File: config.mk
export PLATFORM = sky130hd
export DESIGN_NAME = two_axis_move_segment_planner_unit
export DESIGN_NICKNAME = d
export VERILOG_FILES = /design/src/hw/rtl/tasp_pkg.sv /design/src/hw/rtl/tasp_div.sv /design/src/hw/rtl/two_axis_move_segment_planner_unit.sv
export SDC_FILE = /design/constraint.sdc
export NUM_CORES = 2
export LEC_CHECK = 0
export ABC_AREA = 1
export BUFFER_PORTS_ARGS = -buffer_cell sky130_fd_sc_hd__buf_2
export CAP_MARGIN = 20
export CORE_UTILIZATION = 31
export CTS_CLUSTER_SIZE = 28
export DETAILED_ROUTE_END_ITERATION = 8
export MAX_ROUTING_LAYER = met4
export PLACE_DENSITY = 0.48
export SLEW_MARGIN = 20
export SYNTH_ARGS = -nofsm -noshare
export SYNTH_HDL_FRONTEND = slang
export SYNTH_SLANG_ARGS = --single-unit
File: constraint.sdc
create_clock -name clk -period 17.3 [get_ports clk]
set_input_delay 5.19 -clock clk [delete_from_list [all_inputs] [get_ports clk]]
set_output_delay 5.19 -clock clk [all_outputs]
set_load 0.1 [all_outputs]
File: src/hw/rtl/tasp_pkg.sv
package tasp_pkg;

	localparam int COORD_BITS = 24;
	localparam int STEP_BITS  = 16;
	localparam int BASE_BITS  = 20;
	localparam int WIDTH_BITS = 36;
	localparam int CFG_BITS   = 24;
	localparam int CFG_IDX_BITS = 3;

	// divider: step numerator is steps * distance, time numerator is steps * half period
	localparam int DVD_BITS = STEP_BITS + COORD_BITS;
	localparam int DSR_BITS = COORD_BITS;
	localparam int TIME_BITS = STEP_BITS + BASE_BITS;
	localparam int DIV_CNT_BITS = $clog2(DVD_BITS + 1);

	localparam logic [STEP_BITS-1:0] STEP_MAX = '1;

	localparam logic [COORD_BITS-1:0] RANGE_DISTANCE_RST = COORD_BITS'(380000);
	localparam logic [STEP_BITS-1:0]  RANGE_STEPS_RST    = STEP_BITS'(2000);
	localparam logic [BASE_BITS-1:0]  BASE_HIGH_RST      = BASE_BITS'(20000);
	localparam logic [BASE_BITS-1:0]  BASE_LOW_RST       = BASE_BITS'(3000);

	typedef enum logic [CFG_IDX_BITS-1:0] {
		CFG_RANGE_DISTANCE = 3'd0,
		CFG_RANGE_STEPS    = 3'd1,
		CFG_BASE_HIGH      = 3'd2,
		CFG_BASE_LOW       = 3'd3,
		CFG_TOOL_ENABLE    = 3'd4
	} tasp_cfg_idx_t;

	typedef enum logic {
		OP_MOVE    = 1'b0,
		OP_SET_POS = 1'b1
	} tasp_op_t;

	typedef enum logic [3:0] {
		S_IDLE,
		S_MUL_SX,
		S_DIV_SX,
		S_MUL_SY,
		S_DIV_SY,
		S_MUL_TX,
		S_MUL_TY,
		S_CMP,
		S_DIV_W,
		S_FINISH
	} tasp_state_t;

	typedef struct packed {
		logic                  operation;
		logic [COORD_BITS-1:0] target_x;
		logic [COORD_BITS-1:0] target_y;
	} tasp_in_t;

	typedef struct packed {
		logic                  status;
		logic [STEP_BITS-1:0]  x_steps;
		logic [STEP_BITS-1:0]  y_steps;
		logic                  x_dir;
		logic                  y_dir;
		logic [WIDTH_BITS-1:0] x_high_width;
		logic [WIDTH_BITS-1:0] x_low_width;
		logic [WIDTH_BITS-1:0] y_high_width;
		logic [WIDTH_BITS-1:0] y_low_width;
		logic                  tool_on;
		logic [COORD_BITS-1:0] end_x;
		logic [COORD_BITS-1:0] end_y;
	} tasp_out_t;

endpackage

File: src/hw/rtl/tasp_div.sv
module tasp_div
	import tasp_pkg::*;
(
	input  logic                clk,
	input  logic                arst_n,
	input  logic                start,
	input  logic [DVD_BITS-1:0] dividend,
	input  logic [DSR_BITS-1:0] divisor,
	output logic                done,
	output logic [DVD_BITS-1:0] quotient
);

	logic                    busy_q;
	logic                    done_q;
	logic [DIV_CNT_BITS-1:0] cnt_q;
	logic [DVD_BITS-1:0]     acc_q;
	logic [DSR_BITS-1:0]     rem_q;
	logic [DSR_BITS-1:0]     dsr_q;
	logic [DSR_BITS:0]       trial;
	logic [DSR_BITS:0]       diff;
	logic                    ge;

	// restoring division, one quotient bit per cycle
	assign trial = {rem_q, acc_q[DVD_BITS-1]};
	assign ge    = trial >= {1'b0, dsr_q};
	assign diff  = trial - {1'b0, dsr_q};

	always_ff @(posedge clk or negedge arst_n) begin
		if (!arst_n) begin
			busy_q <= 1'b0;
			done_q <= 1'b0;
			cnt_q  <= '0;
		end else begin
			done_q <= 1'b0;
			if (start) begin
				busy_q <= 1'b1;
				cnt_q  <= DIV_CNT_BITS'(DVD_BITS);
			end else if (busy_q) begin
				cnt_q <= cnt_q - DIV_CNT_BITS'(1);
				if (cnt_q == DIV_CNT_BITS'(1)) begin
					busy_q <= 1'b0;
					done_q <= 1'b1;
				end
			end
		end
	end

	always_ff @(posedge clk) begin
		if (start) begin
			acc_q <= dividend;
			rem_q <= '0;
			dsr_q <= divisor;
		end else if (busy_q) begin
			acc_q <= {acc_q[DVD_BITS-2:0], ge};
			rem_q <= ge ? diff[DSR_BITS-1:0] : trial[DSR_BITS-1:0];
		end
	end

	assign done     = done_q;
	assign quotient = acc_q;

endmodule

File: src/hw/rtl/two_axis_move_segment_planner_unit.sv
// sequence: a move request uses S_MUL_SX, S_MUL_SY, S_MUL_TX, S_MUL_TY,
// up to three divider passes (start, 40 quotient bits, done), a compare
// state and a finish state; a step division is skipped when the range
// distance is zero, the width division when the slow axis has no steps
// set-position and rejected requests go straight from idle to finish
// flow: one request at a time; a waiting result holds the next one back
// reset: present position clears to zero, registers take their default values
module two_axis_move_segment_planner_unit
	import tasp_pkg::*;
(
	input  logic                    clk,
	input  logic                    arst_n,
	input  logic                    in_valid,
	output logic                    in_stall,
	input  tasp_in_t                in_data,
	output logic                    out_valid,
	input  logic                    out_stall,
	output tasp_out_t               out_data,
	input  logic                    cfg_we,
	input  logic [CFG_IDX_BITS-1:0] cfg_index,
	input  logic [CFG_BITS-1:0]     cfg_wdata
);

	tasp_state_t state_q, state_d;

	logic [COORD_BITS-1:0] range_distance_q;
	logic [STEP_BITS-1:0]  range_steps_q;
	logic [BASE_BITS-1:0]  base_high_q;
	logic [BASE_BITS-1:0]  base_low_q;
	logic                  tool_enable_q;

	logic [COORD_BITS-1:0] present_x_q, present_y_q;
	logic [COORD_BITS-1:0] tx_q, ty_q;
	tasp_out_t             res_q;
	tasp_out_t             out_q;
	logic                  out_valid_q;
	logic [DVD_BITS-1:0]   product_q;
	logic [TIME_BITS-1:0]  tx_time_q;
	logic                  slow_y_q;
	logic                  go_q;

	logic                  in_accept;
	logic                  reject;
	logic                  rd_zero;
	logic                  out_free;
	logic                  x_faster;
	logic [STEP_BITS-1:0]  slow_cnt;
	logic                  div_go;
	logic [COORD_BITS-1:0] mag_x, mag_y;
	logic [BASE_BITS:0]    base_sum;
	logic [BASE_BITS-1:0]  half;
	logic [STEP_BITS-1:0]  mul_a;
	logic [COORD_BITS-1:0] mul_b;
	logic [DVD_BITS-1:0]   mul_p;
	logic [DVD_BITS-1:0]   div_dvd;
	logic [DSR_BITS-1:0]   div_dsr;
	logic [DVD_BITS-1:0]   div_q;
	logic [STEP_BITS-1:0]  div_steps;
	logic                  div_start;
	logic                  div_done;
	tasp_out_t             res_init;

	assign in_accept = in_valid && !in_stall;
	assign reject    = (in_data.target_x > range_distance_q) ||
		(in_data.target_y > range_distance_q);
	assign rd_zero   = range_distance_q == '0;
	assign out_free  = !out_valid_q || !out_stall;

	assign mag_x = (tx_q >= present_x_q) ? tx_q - present_x_q : present_x_q - tx_q;
	assign mag_y = (ty_q >= present_y_q) ? ty_q - present_y_q : present_y_q - ty_q;

	assign base_sum = {1'b0, base_high_q} + {1'b0, base_low_q};
	assign half     = BASE_BITS'(base_sum >> 1);

	assign x_faster = tx_time_q > product_q[TIME_BITS-1:0];
	assign slow_cnt = x_faster ? res_q.y_steps : res_q.x_steps;

	// step counts saturate once the quotient leaves the step range
	assign div_steps = (div_q[DVD_BITS-1:STEP_BITS] != '0) ? STEP_MAX
		: div_q[STEP_BITS-1:0];

	// shared multiplier, result registered in product_q (x time in tx_time_q)
	always_comb begin
		case (state_q)
			S_MUL_SY: begin
				mul_a = range_steps_q;
				mul_b = mag_y;
			end
			S_MUL_TX: begin
				mul_a = res_q.x_steps;
				mul_b = COORD_BITS'(half);
			end
			S_MUL_TY: begin
				mul_a = res_q.y_steps;
				mul_b = COORD_BITS'(half);
			end
			default: begin
				mul_a = range_steps_q;
				mul_b = mag_x;
			end
		endcase
	end
	assign mul_p = mul_a * mul_b;

	always_comb begin
		if (state_q == S_DIV_W) begin
			div_dvd = slow_y_q ? DVD_BITS'(tx_time_q) : DVD_BITS'(product_q[TIME_BITS-1:0]);
			div_dsr = slow_y_q ? DSR_BITS'(res_q.y_steps) : DSR_BITS'(res_q.x_steps);
		end else begin
			div_dvd = product_q;
			div_dsr = range_distance_q;
		end
	end

	assign div_start = go_q;

	tasp_div u_div (
		.clk      (clk),
		.arst_n   (arst_n),
		.start    (div_start),
		.dividend (div_dvd),
		.divisor  (div_dsr),
		.done     (div_done),
		.quotient (div_q)
	);

	always_ff @(posedge clk or negedge arst_n) begin
		if (!arst_n) begin
			state_q <= S_IDLE;
		end else begin
			state_q <= state_d;
		end
	end

	always_comb begin
		state_d = state_q;
		div_go  = 1'b0;
		unique case (state_q)
			S_IDLE: begin
				if (in_valid) begin
					if (in_data.operation == OP_SET_POS || reject) begin
						state_d = S_FINISH;
					end else begin
						state_d = S_MUL_SX;
					end
				end
			end
			S_MUL_SX: begin
				div_go  = !rd_zero;
				state_d = rd_zero ? S_MUL_SY : S_DIV_SX;
			end
			S_DIV_SX: begin
				if (div_done) state_d = S_MUL_SY;
			end
			S_MUL_SY: begin
				div_go  = !rd_zero;
				state_d = rd_zero ? S_MUL_TX : S_DIV_SY;
			end
			S_DIV_SY: begin
				if (div_done) state_d = S_MUL_TX;
			end
			S_MUL_TX: state_d = S_MUL_TY;
			S_MUL_TY: state_d = S_CMP;
			S_CMP: begin
				div_go  = slow_cnt != '0;
				state_d = (slow_cnt != '0) ? S_DIV_W : S_FINISH;
			end
			S_DIV_W: begin
				if (div_done) state_d = S_FINISH;
			end
			S_FINISH: begin
				if (out_free) state_d = S_IDLE;
			end
			default: state_d = S_IDLE;
		endcase
	end

	assign in_stall = state_q != S_IDLE;

	// result fields known at acceptance
	always_comb begin
		res_init = '0;
		if (in_data.operation == OP_SET_POS) begin
			res_init.end_x = in_data.target_x;
			res_init.end_y = in_data.target_y;
		end else if (reject) begin
			res_init.status = 1'b1;
			res_init.end_x  = present_x_q;
			res_init.end_y  = present_y_q;
		end else begin
			res_init.x_dir   = in_data.target_x >= present_x_q;
			res_init.y_dir   = in_data.target_y >= present_y_q;
			res_init.tool_on = tool_enable_q;
			res_init.end_x   = in_data.target_x;
			res_init.end_y   = in_data.target_y;
		end
	end

	always_ff @(posedge clk or negedge arst_n) begin
		if (!arst_n) begin
			range_distance_q <= RANGE_DISTANCE_RST;
			range_steps_q    <= RANGE_STEPS_RST;
			base_high_q      <= BASE_HIGH_RST;
			base_low_q       <= BASE_LOW_RST;
			tool_enable_q    <= 1'b0;
		end else if (cfg_we) begin
			unique case (cfg_index)
				CFG_RANGE_DISTANCE: range_distance_q <= cfg_wdata[COORD_BITS-1:0];
				CFG_RANGE_STEPS:    range_steps_q    <= cfg_wdata[STEP_BITS-1:0];
				CFG_BASE_HIGH:      base_high_q      <= cfg_wdata[BASE_BITS-1:0];
				CFG_BASE_LOW:       base_low_q       <= cfg_wdata[BASE_BITS-1:0];
				CFG_TOOL_ENABLE:    tool_enable_q    <= cfg_wdata[0];
				default: ;
			endcase
		end
	end

	always_ff @(posedge clk or negedge arst_n) begin
		if (!arst_n) begin
			present_x_q <= '0;
			present_y_q <= '0;
			go_q        <= 1'b0;
			out_valid_q <= 1'b0;
		end else begin
			go_q <= div_go;
			if (in_accept && in_data.operation == OP_SET_POS) begin
				present_x_q <= in_data.target_x;
				present_y_q <= in_data.target_y;
			end else if (state_q == S_CMP) begin
				present_x_q <= tx_q;
				present_y_q <= ty_q;
			end
			if (state_q == S_FINISH && out_free) begin
				out_valid_q <= 1'b1;
			end else if (!out_stall) begin
				out_valid_q <= 1'b0;
			end
		end
	end

	always_ff @(posedge clk) begin
		case (state_q) inside
			S_IDLE: begin
				tx_q  <= in_data.target_x;
				ty_q  <= in_data.target_y;
				res_q <= res_init;
			end
			S_MUL_SX, S_MUL_SY: product_q <= mul_p;
			S_DIV_SX: begin
				if (div_done) res_q.x_steps <= div_steps;
			end
			S_DIV_SY: begin
				if (div_done) res_q.y_steps <= div_steps;
			end
			S_MUL_TX: tx_time_q <= mul_p[TIME_BITS-1:0];
			S_MUL_TY: product_q <= mul_p;
			S_CMP: begin
				slow_y_q           <= x_faster;
				res_q.x_high_width <= WIDTH_BITS'(base_high_q);
				res_q.x_low_width  <= WIDTH_BITS'(base_low_q);
				res_q.y_high_width <= WIDTH_BITS'(base_high_q);
				res_q.y_low_width  <= WIDTH_BITS'(base_low_q);
			end
			S_DIV_W: begin
				if (div_done) begin
					if (slow_y_q) begin
						res_q.y_high_width <= div_q[WIDTH_BITS-1:0];
						res_q.y_low_width  <= div_q[WIDTH_BITS-1:0];
					end else begin
						res_q.x_high_width <= div_q[WIDTH_BITS-1:0];
						res_q.x_low_width  <= div_q[WIDTH_BITS-1:0];
					end
				end
			end
			S_FINISH: begin
				if (out_free) out_q <= res_q;
			end
			default: ;
		endcase
	end

	assign out_valid = out_valid_q;
	assign out_data  = out_q;

	a_div_done_in_wait : assert property (@(posedge clk) disable iff (!arst_n)
		div_done |-> (state_q == S_DIV_SX || state_q == S_DIV_SY || state_q == S_DIV_W))
		else $error("divider finished outside a wait state");

	a_set_pos_fast : assert property (@(posedge clk) disable iff (!arst_n)
		in_accept && in_data.operation == OP_SET_POS |=> state_q == S_FINISH)
		else $error("set position request did not go straight to finish");

	a_reject_clean : assert property (@(posedge clk) disable iff (!arst_n)
		out_valid && out_data.status |->
		(out_data.x_steps == '0 && out_data.y_steps == '0 && !out_data.tool_on))
		else $error("rejected request carries move data");

	a_start_idle_div : assert property (@(posedge clk) disable iff (!arst_n)
		div_start |-> (state_q == S_DIV_SX || state_q == S_DIV_SY || state_q == S_DIV_W))
		else $error("divider started outside a wait state");

endmodule
======== Word-level counts from Yosys, hierarchy flattened ========
Cells that the tools add are included.
operators by class
  order comparisons ....................... 8
  bitwise logic cells ..................... 8
  $add $sub $neg .......................... 7
  equal/unequal tests ..................... 24
  multiplexer cells ....................... 51
  multipliers ............................. 1
  reduce and logical (&&, ||, !) cells .... 39
operators by type and width
  cell                                                              count
  144-bit two-way mux                                               3
  40-bit two-way mux                                                8
  24-bit two-way mux                                                8
  72-bit two-way mux                                                2
  24-bit subtractor                                                 5
  24-bit greater-or-equal comparator                                4
  48-bit two-way mux                                                2
  24-bit > comparator                                               2
  16-bit two-way mux                                                3
  24-bit one-hot mux with 2 select lines                            1
  16-bit by 24-bit multiplier with 40-bit output                    1
  4-bit one-hot mux with 10 select lines                            1
  36-bit > comparator                                               1
  36-bit two-way mux                                                1
  16-bit one-hot mux with 2 select lines                            1
  25-bit by 24-bit greater-or-equal comparator with 1-bit output    1
  24-bit logical NOT                                                1
  4-bit two-way mux                                                 6
  24-bit nonzero test                                               1
  20-bit by 20-bit adder with 21-bit output                         1
  4-bit by 3-bit == test with 1-bit output (second input constant)  4
  8-bit AND reduction                                               2
  16-bit nonzero test                                               1
  5-bit AND reduction                                               3
  other kinds (27)                                                  75
word-level totals
  input port bits ......................... 81
  output and inout port bits .............. 230
  bits in registers ....................... 812
  word-level logic and storage cells ...... 183

======== Depth between registers and ports, before layout ========
  depth in word-level cells ............... 9
  mapped depth ............................ 43
  mapped depth without buffers ............ 41

======== Modules after synthesis ========
Synthesis repeated with hierarchy kept, for this count alone.
second synthesis, totals
  cell total of the unflattened synthesis .. 6398
  area total of the unflattened synthesis .. 54015.6 µm²
modules (own cells, without submodules)
  module                              sequential area each (µm²)  area each (µm²)  cells each  times used
  two_axis_move_segment_planner_unit  17494.3                     48181.2          5606        1
  tasp_div                            2602.5                      5834.3           792         1

======== Worst setup path before layout ========
OpenSTA, ideal clock, no wires.
  kind .................................... in2reg
  start ................................... input port out_stall
  end ..................................... register out_q (netlist bit out_data[0]), enable pin
  required time ........................... 16.482 ns
  stages on the path ...................... 1
  arrival time ............................ 14.615 ns
  path buffers ............................ 0
  setup time .............................. 0.818 ns
  setup slack ............................. 1.867 ns
  path through ............................ a21oi_1
between the ends
  word-level cells in the longest chain between the ends .. 3
ends and longest elaborated chain
  what                            line                                       source
  start: declaration              two_axis_move_segment_planner_unit.sv:17   input logic out_stall,
  1-bit logical NOT               n/a
  1-bit logical OR                two_axis_move_segment_planner_unit.sv:67   assign out_free = !out_valid_q || !out_stall;
  10-bit AND reduction (no line)  n/a
  end signal: assignment          two_axis_move_segment_planner_unit.sv:276  if (out_free) out_q <= res_q;
  end: declaration                two_axis_move_segment_planner_unit.sv:35   tasp_out_t out_q;
No other way between the ends.
A chain may end at the register's enable or synchronous reset.

======== Worst setup path in the final report ========
  start ................................... register state_q[3]
  end ..................................... register tx_time_q[29], data pin
between the ends
  word-level cells in the longest chain between the ends .. 4
  elaborated cells on any way between the ends .. 7
  those cells by class .................... 1 x mul; 3 x eq/ne; 2 x mux; 1 x reduce/logical
ends and longest elaborated chain
  what                                                line                                       source
  start: declaration                                  two_axis_move_segment_planner_unit.sv:24   tasp_state_t state_q, state_d;
  start signal: assignment                            two_axis_move_segment_planner_unit.sv:131  state_q <= state_d;
  4-bit by 3-bit == test with 1-bit output            two_axis_move_segment_planner_unit.sv:84   case (state_q)
  2-bit OR reduction (no line)                        n/a
  24-bit one-hot mux with 2 select lines              two_axis_move_segment_planner_unit.sv:84
  16-bit by 24-bit multiplier with 40-bit output (*)  two_axis_move_segment_planner_unit.sv:103  assign mul_p = mul_a * mul_b;
  net mul_p[29]                                       two_axis_move_segment_planner_unit.sv:54   logic [DVD_BITS-1:0] mul_p;
  end signal: assignment                              two_axis_move_segment_planner_unit.sv:255  S_MUL_TX: tx_time_q <= mul_p[TIME_BITS-1:0];
  end: declaration                                    two_axis_move_segment_planner_unit.sv:38   logic [TIME_BITS-1:0] tx_time_q;
Mark *: on every way through the listed nets, which the timed path passes. The rest lies on a longest branch.

==> results.py <==
metrics = {
    "global_route": {
        "first_global_vias": 44400,
        "grt_overflow": 0,
        "grtUsageTotal_pct": 23.3,
        "grt_pass1_wl_um": 294000,
        "antenna_found_initial": 4,
        "grt_max_degree": 98,
    },
    "routing": {
        "routed_wl_um": 198000,
        "drt_iter0_drc": 3618,
        "vias": 44600,
        "via_per_inst": 5.02,
        "ant_nets": 0,
        "drcViolationCount": 0,
        "first_pass_iters": 6,
        "wl_per_cell_um": 22.3,
    },
    "timing": {
        "period_needed_ps": 9310,
        "slew_violations": 0,
        "relSlewSlack_pct": 28.0,
        "hold_viol": 0,
        "worst_pin_slew_ps": 1080,
        "finClkSkew_ps": 53.9,
        "fmax_mhz": 107,
        "hold_ws_ps": 404,
        "setup_tns_ps": 0,
        "finalSetupViolations": 0,
        "rsz0062_at_grt": "false",
        "post-route-period-util_pct": 53.8,
    },
    "yosys": {
        "yosys.area.top_type_share_pct": 24.5,
        "synthArstFlopShare_pct": 19.1,
        "synthCells": 6312,
        "yosysSeqAreaShare_pct": 37.6,
        "synthTopCellsByArea": "edfxtp_1 (25%), fa_1 (12%), nand2_1 (9.4%), ha_1 (9.0%), inv_1 (7.3%)",
        "synth_top_cell_by_area": "edfxtp_1",
        "synth_area_um2": 53500,
        "synth_edf_count": 437,
        "yosysUniqueCellTypes": 62,
        "yosysWarnings": 0,
        "syn_nets": 7088,
        "synth_area_per_cell_um2": 8.48,
        "ys.flop_type": "edfxtp_1",
        "ys_ff_latch": 748,
    },
    "layout": {
        "final.fill_count": 18200,
        "syn_to_final_growth_pct": 11.7,
        "fin_nets": 7278,
        "drive_gt1_share_pct": 9.51,
        "final_area_um2": 59800,
    },
    "worst_setup_path": {
        "max_stage_delay_ps": 740,
        "cp_slowest_cell": "inv_1",
        "critical_path_arrival_ps": 9790,
        "path_delay_family": "adder cells",
        "worstSetupPathType": "reg -> reg",
        "worstPathBufferInverterCount": 9,
        "end_kind": "register",
        "cp_data_required_time_ps": 17780,
        "start_kind": "register",
        "cpMostUsedCell": "fa_1",
        "cp_max_fo": 37,
    },
    "cts": {
        "clk_latency_ps": 720,
        "cts_resized": 0,
        "post-cts-setup-buffers": 0,
        "cts_tree": "built",
        "holdBufCountCts": 0,
        "clockBufferDepth": 3,
        "cts.clk_slew.worst_paths_ps": 70,
        "cts_buffers": 84,
        "cts_sinks": 748,
        "cts-root-buf": "clkbuf_16",
        "ctsHtreeMaxLevel": 3,
    },
    "placed_design": {
        "detailed_place_hpwl_um": 157000,
        "port_buffers": 310,
        "placed_area_um2": 57000,
        "gp_congestion": 0.970,
    },
    "die": {
        "dieArea_um2": 174000,
        "coreArea_um2": 172000,
        "rows": 152,
        "start_util_pct": 31.2,
        "io_pins": 311,
        "die_y_um": 417,
        "die_w_um": 417,
    },
    "status": {
        "outcome": "completed",
    },
    "flow_run": {
        "drv_cap": 0,
    },
    "min_path": {
        "hp-class": "reg -> reg",
    },
}
[flip-flops by register name, indices dropped and copies added, names as in the netlist, 6 cells and up]
name,cells
present_y_q,24
base_high_q,20
u_div.dsr_q,24
base_low_q,20
ty_q,24
range_steps_q,16
u_div.quotient,40
out_data,196
present_x_q,24
tx_q,24
range_distance_q,24
u_div.rem_q,24
res_q,196
u_div.cnt_q,6
tx_time_q,36
product_q,40
[cell usage in the layout, fill, tap and decap left out, types with 168 or more instances in the layout]
| cell type | netlist | routed |
|---|---|---|
| a21oi_1 | 357 | 355 |
| fa_1 | 312 | 312 |
| nand2_1 | 1342 | 1341 |
| o21ai_0 | 497 | 497 |
| ha_1 | 383 | 383 |
| edfxtp_1 | 437 | 437 |
| nand3_1 | 365 | 365 |
| buf_2 | 82 | 309 |
| dfxtp_1 | 168 | 168 |
| nor2_1 | 402 | 401 |
| inv_1 | 1045 | 1042 |
[cell type report]
cell class              instances  area, um^2  share of cell area (%)
clock inverters                40         418                   0.699
flip-flops and latches        748       20100                    33.6
well taps                    2310        2890                    4.83
multi-input cells            4249       28100                    47.0
clock buffers                 115        2380                    3.98
repair buffers                357        1910                    3.20
inverters                    1062        4000                    6.69
diodes                          3        7.51                  0.0126
[Yosys cell counts (4+ instances only)]
master    instances
dfrtp_1         117
nand4_1          95
o21a_1            9
nor2_2           14
buf_4            57
a21o_1           17
a21oi_1         357
inv_2            12
nand3_4           6
clkbuf_1         90
a22oi_1          28
xnor2_1          31
nor4_1           19
o21ai_0         497
dfstp_2          26
a21oi_2          15
nor3_1           32
o21ai_2           6
o21ai_1           4
o221ai_1         25
nand3_2          10
nor2_4            4
nand2_4           7
buf_2            82
a211oi_2          4
inv_1          1045
a31oi_1          89
nand3_1         365
o21bai_1         22
inv_4             4
fa_1            312
clkbuf_2          4
nand2_1        1342
buf_6            12
ha_1            383
nand3b_1          8
buf_1             8
edfxtp_1        437
o22ai_1          17
nor2_1          402
nand2_2          19
xor2_1           66
dfxtp_1         168
o211ai_1         18
[per-layer routing]
metal / global-route usage (%) / part of all wire (%)
met1: 30.1 / 44
met2: 38.1 / 48
met3: 3.07 / 5.3
met4: 6.69 / 2.9
met5: - / 0
[per-stage QoR]
step           worst slack (ps)  utilization (%)  instances
6_report                   7990             34.9       8884
5_1_grt                    7370             34.9       8882
3_3_place_gp               7710             33.2       8726
2_1_floorplan              1870                -       6312
3_5_place_dp               7870             33.2       8726
4_1_cts                    7860             34.8       8881
[logic make-up (layout without fill, tap and decap cells)]
| kind of cell | count (synthesis) | after routing | synth area share (%) |
|---|---|---|---|
| AOI/OAI and AO/OA | 1121 | 1121 | 11.6 |
| xor gates and xnor gates | 97 | 97 | 1.59 |
| adders and majority gates | 695 | 695 | 20.6 |
| buffers and inverters | 1315 | 1574 | 10.0 |
| DFF | 748 | 748 | 37.6 |
| other | 0 | 3 | 0 |
| and+or+nand+nor | 2336 | 2336 | 18.6 |
[worst reg2reg max path: cells and delay by family (launching register included)]
family	cells	cell delay, ps
fa+ha+maj	7	3450
compound gates	2	850
flops	1	450
xor+xnor	1	320
buf+inv	9	2040
simple gates	9	1980
[path summary, 6_finish.rpt]
| kind | start | to | slack [ps] | depth (start not counted) |
|---|---|---|---|---|
| setup reg to reg | state_q[3] | tx_time_q[29] | 7990 | 28 |
| min in group asynchronous | arst_n | present_x_q[8] | 4560 | 1 |
| hold / removal | res_q[133] | out_data[133] | 400 | 0 |
| setup / recovery | state_q[3] | tx_time_q[29] | 7990 | 28 |
| max in group asynchronous | arst_n | div_start | 11220 | 2 |
| hold reg to reg | res_q[133] | out_data[133] | 400 | 0 |
Power is not shown: default switching activity piles up to over one toggle a cycle in this logic, so the estimate is an artifact.
